`src/rtl/cvfc_pkg.sv`:
```
// shared widths for the chunk value frequency count block
package cvfc_pkg;

  localparam int unsigned VALUE_W = 14;
  localparam int unsigned OCC_W   = 7;

endpackage

```
`src/rtl/cvfc_store.sv`:
```
// value store: one write port, one registered read port
module cvfc_store #(
  parameter  int unsigned DEPTH = 64,
  localparam int unsigned AW    = $clog2(DEPTH)
) (
  input  logic                         clk_i,
  input  logic                         we_i,
  input  logic [AW-1:0]                waddr_i,
  input  logic [cvfc_pkg::VALUE_W-1:0] wdata_i,
  input  logic [AW-1:0]                raddr_i,
  output logic [cvfc_pkg::VALUE_W-1:0] rdata_o
);

  logic [cvfc_pkg::VALUE_W-1:0] mem_q [DEPTH];
  logic [cvfc_pkg::VALUE_W-1:0] rdata_q;

  always_ff @(posedge clk_i) begin
    if (we_i) begin
      mem_q[waddr_i] <= wdata_i;
    end
  end

  always_ff @(posedge clk_i) begin
    rdata_q <= mem_q[raddr_i];
  end

  assign rdata_o = rdata_q;

endmodule

```
`src/rtl/chunk_value_frequency_count_core.sv`:
```
// Chunk value frequency count: loads a chunk, then reports each value and its count.
//
// Input channel: a transaction is taken at a rising edge with start high and
// busy low. Each transaction writes value_i into the next free store position
// (one item per cycle); positions beyond DEPTH are dropped and flagged.
// The transaction with is_last_i set closes the chunk and raises busy.
// Output channel: one result per loaded position, in load order, each shown
// for exactly one cycle with valid_o high. The receiver cannot stall.
// Scan steps, set by the single read port of the value store: a position
// already marked as a duplicate goes through read, latch and emit; a first
// occurrence at position i of n adds one compare per later position between
// latch and emit.
// busy falls the cycle after the result with end_of_run_o; the chunk count
// and overflow flag are then clear for the next chunk.
// Reset clears the sequencer, count and flag. The duplicate marks sit in a
// small memory and each one is cleared as its position is loaded; the value
// store keeps junk, which is never read before being written.
module chunk_value_frequency_count_core #(
  parameter int unsigned DEPTH = 64
) (
  input  logic                         clk_i,
  input  logic                         rst_ni,
  input  logic                         start,
  output logic                         busy,
  input  logic [cvfc_pkg::VALUE_W-1:0] value_i,
  input  logic                         is_last_i,
  output logic                         valid_o,
  output logic [cvfc_pkg::VALUE_W-1:0] elem_value_o,
  output logic [cvfc_pkg::OCC_W-1:0]   occurrences_o,
  output logic                         overflow_o,
  output logic                         end_of_run_o
);

  localparam int unsigned AW = $clog2(DEPTH);
  localparam int unsigned CW = $clog2(DEPTH + 1);

  localparam logic [2:0] S_LOAD = 3'd0;
  localparam logic [2:0] S_RDI  = 3'd1;
  localparam logic [2:0] S_LATI = 3'd2;
  localparam logic [2:0] S_CMP  = 3'd3;
  localparam logic [2:0] S_EMIT = 3'd4;

  logic [2:0]    state_q, state_d;
  logic [CW-1:0] cnt_q, cnt_d;
  logic          drop_q, drop_d;
  logic [CW-1:0] i_q, i_d;
  logic [CW-1:0] j_q, j_d;
  logic [CW-1:0] occ_q, occ_d;
  logic [cvfc_pkg::VALUE_W-1:0] vi_q, vi_d;

  logic                         accept;
  logic                         st_we;
  logic [AW-1:0]                st_raddr;
  logic [cvfc_pkg::VALUE_W-1:0] st_rdata;

  logic          mark_mem_q [DEPTH];
  logic          mark_rdata_q;
  logic          mark_we;
  logic [AW-1:0] mark_waddr;
  logic          mark_wdata;

  cvfc_store #(
    .DEPTH(DEPTH)
  ) u_store (
    .clk_i  (clk_i),
    .we_i   (st_we),
    .waddr_i(cnt_q[AW-1:0]),
    .wdata_i(value_i),
    .raddr_i(st_raddr),
    .rdata_o(st_rdata)
  );

  assign busy   = (state_q != S_LOAD);
  assign accept = start && !busy;
  assign st_we  = accept && (cnt_q < CW'(DEPTH));

  always_comb begin
    state_d    = state_q;
    cnt_d      = cnt_q;
    drop_d     = drop_q;
    i_d        = i_q;
    j_d        = j_q;
    occ_d      = occ_q;
    vi_d       = vi_q;
    st_raddr   = i_q[AW-1:0];
    mark_we    = 1'b0;
    mark_waddr = cnt_q[AW-1:0];
    mark_wdata = 1'b0;
    unique case (state_q)
      S_LOAD: begin
        // a freshly loaded position starts unmarked
        mark_we = st_we;
        if (accept) begin
          if (cnt_q < CW'(DEPTH)) begin
            cnt_d = cnt_q + CW'(1);
          end else begin
            drop_d = 1'b1;
          end
          if (is_last_i) begin
            i_d     = '0;
            state_d = S_RDI;
          end
        end
      end
      S_RDI: begin
        state_d = S_LATI;
      end
      S_LATI: begin
        vi_d = st_rdata;
        if (mark_rdata_q) begin
          occ_d   = '0;
          state_d = S_EMIT;
        end else if (i_q + CW'(1) == cnt_q) begin
          occ_d   = CW'(1);
          state_d = S_EMIT;
        end else begin
          occ_d    = CW'(1);
          j_d      = i_q + CW'(1);
          st_raddr = j_d[AW-1:0];
          state_d  = S_CMP;
        end
      end
      S_CMP: begin
        // store data here belongs to position j_q
        if (st_rdata == vi_q) begin
          occ_d      = occ_q + CW'(1);
          mark_we    = 1'b1;
          mark_waddr = j_q[AW-1:0];
          mark_wdata = 1'b1;
        end
        if (j_q + CW'(1) == cnt_q) begin
          state_d = S_EMIT;
        end else begin
          j_d      = j_q + CW'(1);
          st_raddr = j_d[AW-1:0];
        end
      end
      S_EMIT: begin
        if (i_q + CW'(1) == cnt_q) begin
          cnt_d   = '0;
          drop_d  = 1'b0;
          state_d = S_LOAD;
        end else begin
          i_d     = i_q + CW'(1);
          state_d = S_RDI;
        end
      end
      default: begin
        state_d = S_LOAD;
      end
    endcase
  end

  always_ff @(posedge clk_i or negedge rst_ni) begin
    if (!rst_ni) begin
      state_q <= S_LOAD;
      cnt_q   <= '0;
      drop_q  <= 1'b0;
      i_q     <= '0;
      j_q     <= '0;
      occ_q   <= '0;
    end else begin
      state_q <= state_d;
      cnt_q   <= cnt_d;
      drop_q  <= drop_d;
      i_q     <= i_d;
      j_q     <= j_d;
      occ_q   <= occ_d;
    end
  end

  always_ff @(posedge clk_i) begin
    vi_q <= vi_d;
  end

  // duplicate marks: read at position i_q, mark registered and ready in the next cycle
  always_ff @(posedge clk_i) begin
    if (mark_we) begin
      mark_mem_q[mark_waddr] <= mark_wdata;
    end
    mark_rdata_q <= mark_mem_q[i_q[AW-1:0]];
  end

  assign valid_o       = (state_q == S_EMIT);
  assign elem_value_o  = vi_q;
  assign occurrences_o = cvfc_pkg::OCC_W'(occ_q);
  assign overflow_o    = drop_q;
  assign end_of_run_o  = valid_o && (i_q + CW'(1) == cnt_q);

  // results only appear while a chunk is being scanned
  a_valid_busy: assert property (@(posedge clk_i) disable iff (!rst_ni)
    valid_o |-> busy)
    else $error("result strobe outside a scan");

  // closing transaction always starts a scan
  a_last_busy: assert property (@(posedge clk_i) disable iff (!rst_ni)
    (accept && is_last_i) |=> busy)
    else $error("closing transaction did not start a scan");

  // final result hands the block back for loading with a clean chunk
  a_end_idle: assert property (@(posedge clk_i) disable iff (!rst_ni)
    end_of_run_o |=> (!busy && cnt_q == '0 && !drop_q))
    else $error("chunk state not cleared after final result");

  // counts never exceed the number of loaded positions
  a_occ_range: assert property (@(posedge clk_i) disable iff (!rst_ni)
    valid_o |-> (occ_q <= cnt_q))
    else $error("count exceeds loaded positions");

endmodule
```
`config.mk`:
```
export PLATFORM = sky130hd
export DESIGN_NAME = chunk_value_frequency_count_core
export DESIGN_NICKNAME = d
export VERILOG_FILES = /design/src/rtl/cvfc_pkg.sv /design/src/rtl/cvfc_store.sv /design/src/rtl/chunk_value_frequency_count_core.sv
export SDC_FILE = /design/constraint.sdc
export NUM_CORES = 1
export LEC_CHECK = 0
export ABC_AREA = 1
export BUFFER_PORTS_ARGS = -buffer_cell sky130_fd_sc_hd__buf_2
export CORE_MARGIN = 10
export CORE_UTILIZATION = 35
export CTS_CLUSTER_SIZE = 8
export DETAILED_ROUTE_END_ITERATION = 7
export PLACE_DENSITY = 0.57
export RECOVER_POWER = 100
export SYNTH_ARGS = -nofsm -noshare
export SYNTH_HDL_FRONTEND = slang
export SYNTH_SLANG_ARGS = --single-unit
```
`constraint.sdc`:
```
create_clock -name clk_i -period 6 [get_ports clk_i]
set_input_delay 1.2 -clock clk_i [delete_from_list [all_inputs] [get_ports clk_i]]
set_output_delay 1.2 -clock clk_i [all_outputs]
set_load 0.02 [all_outputs]
```
==> flow_summary_export.csv <==
group,metric,value,unit
global_routing,grt_first_pass_wirelength,201000,um
clock_tree,clock-root-buffer,"clkbuf_16",
timing,finalCritPeriodShare,87.2,%
clock_tree,cts_tree,"done",
outcome,outcome,"finished with violations",
floorplan,ios,43,
global_routing,grt_pass1_vias,30300,
placed_design,place_inst,5832,
synthesis,synth-edff-count,974,
min_path,min_path_type,"reg -> reg",
clock_tree,ctsResizeCount,0,
synthesis,syn_inst,4177,
timing,maxSlewViolCount,1023,
routing,vias,31700,
run,cap_violations,19,
timing,whs,0.452,ns
power,pwr-share-clk,33.1,%
setup_path,endpoint_kind,"flop",
layout,fin_nets,4260,
clock_tree,cts.clk_slew.worst_paths,0.05,ns
routing,drc,0,
setup_path,startpoint,"i_q[1]$_DFFE_PN0P_",
timing,hold_violations,0,
synthesis,synthTopCellsByArea,"edfxtp_1, nand3_1, nand2_1, nand3b_1, inv_1",
global_routing,grt_util_met2,28.3,%
timing,fmax,191,MHz
min_path,hp-start,"u_store.rdata_o[8]$_DFF_P_",
global_routing,grt_overflow_total,0,
clock_tree,clock_path_buffers,3,
routing,vias_per_cell,5.23,
floorplan,rows,132,
power,leakage,19.4,nW
timing,post-route-min-period,5.23,ns
setup_path,cp_max_fo,20,
power,ir_drop,287,uV
floorplan,dieArea,144000,um2
setup_path,timing_worst_setup_path_type,"reg -> reg",
timing,relSlewSlack,-186,%
synthesis,syn_nets,4199,
global_routing,track_usage,18.1,%
synthesis,yosys_most_used_dff,"edfxtp_1",
routing,ant_nets,0,
floorplan,die-width,380,um
global_routing,use_met3,3.32,%
clock_tree,cts_hold_buf,0,
synthesis,netlist_area,45300,um2
layout,area.growth.synth_to_final,14.0,%
floorplan,initial_core_util,35.1,%
timing,setup_viol,0,
timing,rsz0062_at_grt,"no",
floorplan,core_area,129000,um2
global_routing,grt_max_degree,127,
synthesis,yosysWarnings,0,
clock_tree,numCtsBuffers,146,
synthesis,yosys.area.top_type,"edfxtp_1",
timing,fin_ws,0.770,ns
synthesis,synthArstFlopShare,3.13,%
setup_path,ff2ff_path_depth,16,
power,intPower,0.0147,W
power,pwr-share-comb,31.1,%
setup_path,arrival,5.84,ns
global_routing,antenna_found_initial,6,
outcome,violations,"capacitance limit, slew limit",
synthesis,ys_ff_latch,1021,
setup_path,crit_required,6.61,ns
layout,utilization,40.0,%
power,seqPwrFrac,35.8,%
clock_tree,cts_setup_buffers,0,
setup_path,timing.rr.start,"i_q[1]$_DFFE_PN0P_",
layout,stdcell_count,6065,
global_routing,grt_use_met1,25.0,%
timing,tightest_slew,4.28,ns
placed_design,port_buffers,42,
placed_design,detailed_place_hpwl,74700,um
clock_tree,clock_latency,0.75,ns
clock_tree,htreeDepth,4,
timing,fin_skew,0.0330,ns
synthesis,syn_area_per_cell,10.9,um2
placed_design,pre_cts_slack,1.16,ns
clock_tree,cts.sinks,1021,
power,swShare,36.1,%
routing,wl,135000,um
global_routing,grt.busiest_layer,"met2",
synthesis,yosysSeqAreaShare,66.9,%
placed_design,routabilityCongestion,0.830,
synthesis,synth_top_area_share,64.5,%
layout,final_layout_size_suffix_gt1_share,5.41,%
floorplan,die_h,380,um
power,p_sw,0.00828,W
routing,drtIter0Drc,3361,
synthesis,synth_cell_types,42,
routing,wl_per_cell,22.3,um
power,power.density,444,nW/um2
setup_path,start_kind,"flop",
routing,drt_pass1_iterations,6,
min_path,whs_path_depth,0,
timing,fin_setup_tns,0,ns
cell usage after synthesis (3+ instances only):
library cell / n
buf_2: 133
o21ai_0: 53
nand3_1: 999
dfxtp_1: 15
a21oi_1: 13
ha_1: 4
edfxtp_1: 974
xnor2_1: 11
o22ai_1: 28
nand4_1: 11
buf_1: 21
nor2_1: 206
dfrtp_1: 32
o21bai_1: 10
buf_4: 18
nand3b_1: 318
buf_6: 3
inv_2: 3
inv_1: 546
clkbuf_1: 84
nand2_1: 660
xor2_1: 6
nor3_1: 7
path summary, 6_finish.rpt:
kind	endpoint	slack [ns]
setup / recovery	u_store.rdata_o[13]$_DFF_P_	0.77
hold / removal	elem_value_o[8]$_DFFE_PP_	0.45
setup reg to reg	u_store.rdata_o[13]$_DFF_P_	0.77
hold reg to reg	elem_value_o[8]$_DFFE_PP_	0.45
max in group asynchronous	cnt_q[4]$_DFFE_PN0P_	3.86
min in group asynchronous	occurrences_o[2]$_DFFE_PN0P_	1.01
metal layers:
layer	share of wire (%)	routed length [um]
met5	0.031	42
met4	3.1	4200
met3	8.0	10800
met2	46	62000
met1	43	58000
final cells by class:
type | instances | area, um2
diodes | 1 | 2.50
multi-input cells | 2347 | 11800
flip-flops and latches | 1021 | 30300
repair buffers | 172 | 1160
clock buffers | 221 | 4000
inverters | 550 | 2070
fillers | 12500 | 77500
well taps | 1742 | 2180
clock inverters | 11 | 156
power groups by stage:
stage | registers [W] | clock network [W] | logic, W
detailed placement | 0.00832 | 0 | 0.00713
floorplan | 0.00823 | 0 | 0.00476
global route | 0.00822 | 0.00801 | 0.00781
CTS | 0.00819 | 0.00770 | 0.00715
global placement | 0.00833 | 0 | 0.00709
finish | 0.00822 | 0.00758 | 0.00713
cell families (layout without fill, tap and decap cells):
group	Yosys count	after routing	share of synthesized area, %
DFF	1021	1021	66.9
adders and majority gates	4	4	0.110
other	0	1	0
buffers and inverters	809	954	7.26
AOI/OAI and AO/OA	112	112	1.42
xor gates and xnor gates	17	17	0.328
and+or+nand+nor	2214	2214	23.9
state kept, by name (all words and copies together), names as in the netlist:
name             count
u_store.mem_q      896
state_q              3
elem_value_o        14
cnt_q                7
occurrences_o        7
overflow_o           1
j_q                  7
mark_rdata_q         1
i_q                  7
mark_mem_q          64
u_store.rdata_o     14
worst max-delay path, cell delays in order, from the launching register on:
cell     delay, ns
dfrtp_1       0.77
ha_1          0.32
nand2_1       0.12
nor2_1        0.18
nand3_1       0.10
nand2_1       0.15
nand2_1       0.06
nand2_1       0.07
nor2_1        0.04
nand2_1       0.12
nand3_1       0.37
nand2_4       0.34
inv_1         0.22
a21oi_2       0.95
inv_1         0.73
nand3_1       0.44
nand2_1       0.09
cells in the final DEF (no fill, tap or decap), types with 27 or more instances in the layout:
cell / Yosys / final
buf_12: 0 / 27
clkbuf_1: 84 / 188
clkbuf_16: 0 / 149
dfrtp_1: 32 / 32
edfxtp_1: 974 / 974
inv_1: 546 / 544
nand2_1: 660 / 660
nand3_1: 999 / 1000
nand3b_1: 318 / 318
nor2_1: 206 / 205
o21ai_0: 53 / 53
o22ai_1: 28 / 28
per-stage QoR:
stage          area [um2]  total power, W
6_report            51700          0.0229
5_1_grt             51700          0.0240
4_1_cts             52100          0.0230
3_5_place_dp        47900          0.0155
3_3_place_gp        47900          0.0154
2_1_floorplan       45300          0.0130
Note: power is estimated with default switching activity, not from simulation.
